<file path="config.mk">
export PLATFORM = sky130hd
export DESIGN_NAME = chm_ram
export DESIGN_NICKNAME = d
export VERILOG_FILES = /design/src/hdl/chm_ram.sv
export SDC_FILE = /design/constraint.sdc
export NUM_CORES = 1
export LEC_CHECK = 0
export ABC_CLOCK_PERIOD_IN_PS = 2500
export BUFFER_PORTS_ARGS = -buffer_cell sky130_fd_sc_hd__buf_2
export CORE_MARGIN = 2
export CORE_UTILIZATION = 60
export DETAILED_ROUTE_END_ITERATION = 6
export PLACE_DENSITY = 0.83
export SLEW_MARGIN = 20
export SYNTH_ARGS = -nofsm -noshare
export SYNTH_HDL_FRONTEND = slang
export SYNTH_SLANG_ARGS = --single-unit
</file>
<file path="constraint.sdc">
create_clock -name clk -period 2.5 [get_ports clk]
set_clock_uncertainty 0.15 [all_clocks]
set_input_delay 0.25 -clock clk [delete_from_list [all_inputs] [get_ports clk]]
set_output_delay 0.25 -clock clk [all_outputs]
set_load 0.01 [all_outputs]
</file>
<file path="src/hdl/chm_ram.sv">
// Generic single-write, single-read RAM with a registered read port.
// No dependencies.
`default_nettype none

module chm_ram #(
  parameter int WIDTH = 8,
  parameter int DEPTH = 16
) (
  input  wire logic                                           clk,
  input  wire logic                                           we,
  input  wire logic [((DEPTH > 1) ? $clog2(DEPTH) : 1)-1:0]   waddr,
  input  wire logic [WIDTH-1:0]                               wdata,
  input  wire logic                                           re,
  input  wire logic [((DEPTH > 1) ? $clog2(DEPTH) : 1)-1:0]   raddr,
  output logic      [WIDTH-1:0]                               rdata
);

  logic [WIDTH-1:0] mem [DEPTH];
  logic [WIDTH-1:0] rdata_r;

  // Write port.
  always_ff @(posedge clk) begin
    if (we) begin
      mem[waddr] <= wdata;
    end
  end

  // Registered read port; the data holds while no read is issued.
  always_ff @(posedge clk) begin
    if (re) begin
      rdata_r <= mem[raddr];
    end
  end

  assign rdata = rdata_r;

endmodule

`default_nettype wire

</file>
=== Yosys cells after proc, flatten, opt, wreduce, memory -nomap -nowiden ===
Memories as Yosys holds them, arrays and structs flattened. A register that Yosys moved wholly into a read port is not among the register bits.
Index checks and enable logic that the tools add are counted.

* Flip-flop bits (word level): 0
* Bits in writable memories: 128
* Output and inout bits: 8
* Memories: 1

* Multiplexer cells: 2

{| class="wikitable"
|+ Memories
! memory !! depth !! width !! read ports !! clocked after Yosys merged registers in !! write ports !! line !! text
|-
| mem || 16 || 8 || 1 || 1 || 1 || 18 || <nowiki>logic [WIDTH-1:0] mem [DEPTH];</nowiki>
|}

{| class="wikitable"
|+ Operator list
! kind !! number
|-
| two-way mux 1 bit || 2
|}

=== Logic depth before layout (Yosys ltp) ===
* Depth in word-level cells: 2
* Mapped depth: 5

=== Worst setup path after synthesis ===
OpenSTA, ideal clock, no wires.

* Path type: input -> register
* From: input waddr[2] in the netlist's numbering
* To: memory mem[0][0] (enable)
* Arrival: 1.360 ns
* Slack: 0.607 ns
* Cell stages on the path: 2
* Cell sequence: or3b_2 nor3_1

{| class="wikitable"
|+ RTL lines
! item !! line !! text
|-
| from (decl) || 11 || <nowiki>input wire logic [((DEPTH > 1) ? $clog2(DEPTH) : 1)-1:0] waddr,</nowiki>
|-
| to (decl) || 18 ||
|}

No word-level cell before the write port.

==> results list <==
* Global-route wire length before repair: 16.6 mm
* Signed area change from the synthesized netlist to the final layout: 20.3%
- Worst reg2reg startpoint: mem[1][5]
* Area of the die: 9480 um^2
* Max-Cap Viols: 0
* Simple logic cell fraction of the synthesized area: 3.14%
- The H-tree was split into 4 levels.
* GRT Total Usage: 24.9%
- By area the synthesized netlist is led by sky130_fd_sc_hd__edfxtp_1 78%, sky130_fd_sc_hd__mux4_2 7.8%, sky130_fd_sc_hd__mux4_1 7.0%, sky130_fd_sc_hd__a22oi_1 2.3%, sky130_fd_sc_hd__nor2_1 0.93%.
- After routing the design area is 6290 um^2.
- In the final layout, the multi-input gates occupy 1060 um^2.
* Arrival time at the worst endpoint: 1.85 ns
- Remaining number of nets flagged by the antenna check after routing: 0
* Post-Synth Adder-Cell Area: 0%
- Worst endpoint required time: 2.61 ns
- Detailed router's first-iteration violation count: 239
- Outcome: complete, no violations
- Yosys top cell area share: 78.1%
* Flip-flop and latch area: 4080 um^2
- Hold violation count in the final report: 0
- Final cell utilization of the core: 73.2%
* Port Buf Inserts: 26
- Highest fanout seen on the critical path: 1
* CTS max path bufs: 2
- The number of antenna violations at the first check in global routing was 0.
* Fin Setup TNS: 0 ns
* Core ar.: 8590 um^2
* Net count, final: 311
- Largest area contributor in the netlist: sky130_fd_sc_hd__edfxtp_1
- Die Span X: 97.3 um
- Global routing finished with a remaining overflow of 0.
* Clk Latency, worst-skew pair: 0.52 ns
* Type of element capturing the critical path: flop
- Post-DP HPWL: 6.01 mm
- Number of inserted diodes: 0
- Maximum number of pins on one net before global-route repair: 33
- Post-DR wirelength/cell: 26.1 um
- In the layout the commonest cells are 136 x sky130_fd_sc_hd__edfxtp_1, 26 x sky130_fd_sc_hd__buf_2, 18 x sky130_fd_sc_hd__mux4_2, 17 x sky130_fd_sc_hd__buf_4.
- Capturing instance or port of the critical path: rdata[5]
- For this run, the leading register cell type out of synthesis is sky130_fd_sc_hd__edfxtp_1.
- Most common cell after layout, fill and taps aside: sky130_fd_sc_hd__edfxtp_1
- Startpoint kind of the worst setup timing path: flop
- In this run the register-to-register setup slack is 0.75 ns.
- Vias in the first global route: 2,765
* Setup Viol. Count Final: 0
- Initial Util: 60.8%
* Period Utilization, post-route: 69.8%
- In this run the cell area of the synthesized design comes to 5230 um^2.
- The tightest min-delay check is of the in2reg type.
- Post-synth cell types: 18
- CTS root buf: sky130_fd_sc_hd__clkbuf_8
- Count of fill cells added during filler insertion: 457
- Power spread over the standard cell area amounts to 866 nW/um^2.
- In the routed layout, each cell is associated on average with a via count of 6.27.
- Headroom to the max-slew limit came out at 52.1%.
* Fin. max-slew vios: 0
* Number of setup buffers added after CTS: 0
- Height of the die: 97.3 um
- During synthesis, Yosys emitted a total of 0 warnings.
- The initialized floorplan defines 34 standard-cell rows.
* Number of gates resized after cts: 0
* Number of vias after detailed routing: 2,589
- Clock net sink count: 136
* Multiplexer area fraction after synthesis: 14.8%
* Post-synthesis xor/xnor area fraction: 0%
- Number of primary I/O pins: 27
* Routability Congestion: 0.723
- # DRC: 0
* Hold-fix buffers at CTS: 9
- Main combinational cell family by area after synthesis: multiplexers
- After clock tree synthesis, the clock-pin slew on the worst setup and hold paths is 0.06 ns.
- Final hold analysis gives a worst-case slack of 0.143 ns.
- Counting flops and latches in the post-synthesis netlist gives 136.
* Number of instances in the synthesized netlist: 229
- Of all flip-flops after synthesis, the portion carrying an async set or reset was 0%.
* Fraction of the mapped netlist area in compound gates: 2.30%
- Transition at the pin with the smallest max-transition slack: 0.716 ns
- Setup repair after global routing left no endpoint under its margin.
* Fmax: 573 MHz
* Logic depth of the worst register-to-register path: 3
- In the final layout, the share of cells above drive strength 1 is 30.2%.
* TritonCTS buffer count: 17
* Avg Cell Area, Syn: 22.8 um^2
* Post-synth EDFFs: 136
- The analysis attributes to cell leakage a power of 0.00215 uW.
* Total detailed-routing wirelength: 10.8 mm
- Critical Setup Path Class: reg2reg
* Peak supply drop: 591 uV
- Tracing the worst setup path back leads to its startpoint at mem[1][5].
- The routed design could run at a clock period as short as 1.75 ns.
* Clock tree from TritonCTS: built
- R2R Path End: rdata[5]
* Post-synthesis net count: 248
- The first detailed-routing pass ran for 4 iterations.
- Area of placed instances: 5570 um^2
* Part of the Yosys area used for sequential elements: 78.1%
-- layout make-up --
cell class,instances,area share [%]
clock buffer,19,6.71
sequential,136,64.9
multi-input combinational,83,16.8
timing repair buffer,54,6.17
clock inverter,13,3.22
tap,108,2.15
-- cells by family after synthesis --
family,Yosys count
compound gates,16
buf+inv,10
flops,136
mux,32
simple gates,35
-- critical path, stage by stage (launching register included) --
cell	delay, ns
sky130_fd_sc_hd__edfxtp_1	0.39
sky130_fd_sc_hd__mux4_1	0.58
sky130_fd_sc_hd__a22oi_1	0.25
sky130_fd_sc_hd__nand2_1	0.12
-- sequential cells by signal (all words and copies together) (netlist names) --
signal / flops
rdata: 8
mem: 128
-- metrics by stage --
| stage | setup WS [ns] | instances | total power (uW) |
|---|---|---|---|
| after floorplan | 0.607 | 229 | 2760 |
| after global placement | 0.395 | 372 | 2850 |
| after detailed placement | 0.364 | 372 | 2870 |
| final | 0.754 | 413 | 5450 |
| after CTS | 0.757 | 413 | 5480 |
| after global routing | 0.722 | 413 | 5600 |
-- cell usage after synthesis, drive strengths merged (2+ instances only) --
| cell | number |
|---|---|
| buf | 7 |
| a22oi | 16 |
| nand3b | 2 |
| nand2b | 2 |
| edfxtp | 136 |
| mux4 | 32 |
| nor3 | 4 |
| nand2 | 9 |
| nor2 | 13 |
| clkdlybuf4s25 | 3 |
-- report_power, final --
| group | switching [uW] | internal, uW | total [uW] | leakage, uW |
|---|---|---|---|---|
| combinational | 140 | 110 | 249 | 0.000621 |
| sequential | 16.7 | 2570 | 2590 | 0.00124 |
| clock | 898 | 1710 | 2610 | 0.000293 |
| total | 1050 | 4390 | 5450 | 0.00215 |
-- worst min path at each step --
stage	from	end	cells after the start
finish	waddr[0]	mem[4][1]	3
global route	waddr[0]	mem[12][4]	3
CTS	waddr[0]	mem[4][5]	3
global placement	re	rdata[0]	1
detailed placement	re	rdata[4]	1
floorplan	wdata[0]	mem[0][0]	0
-- routing by layer --
| metal | up-vias | global-route usage, % | share of wire [%] |
|---|---|---|---|
| met5 | - | 0 | 0 |
| met4 | 0 | 11.4 | 3.1 |
| met3 | 30 | 7.70 | 7.3 |
| met2 | 128 | 37.9 | 50 |
| met1 | 1317 | 33.8 | 40 |
| li1 | 1114 | - | - |
Power figures use the tool's default switching activity.
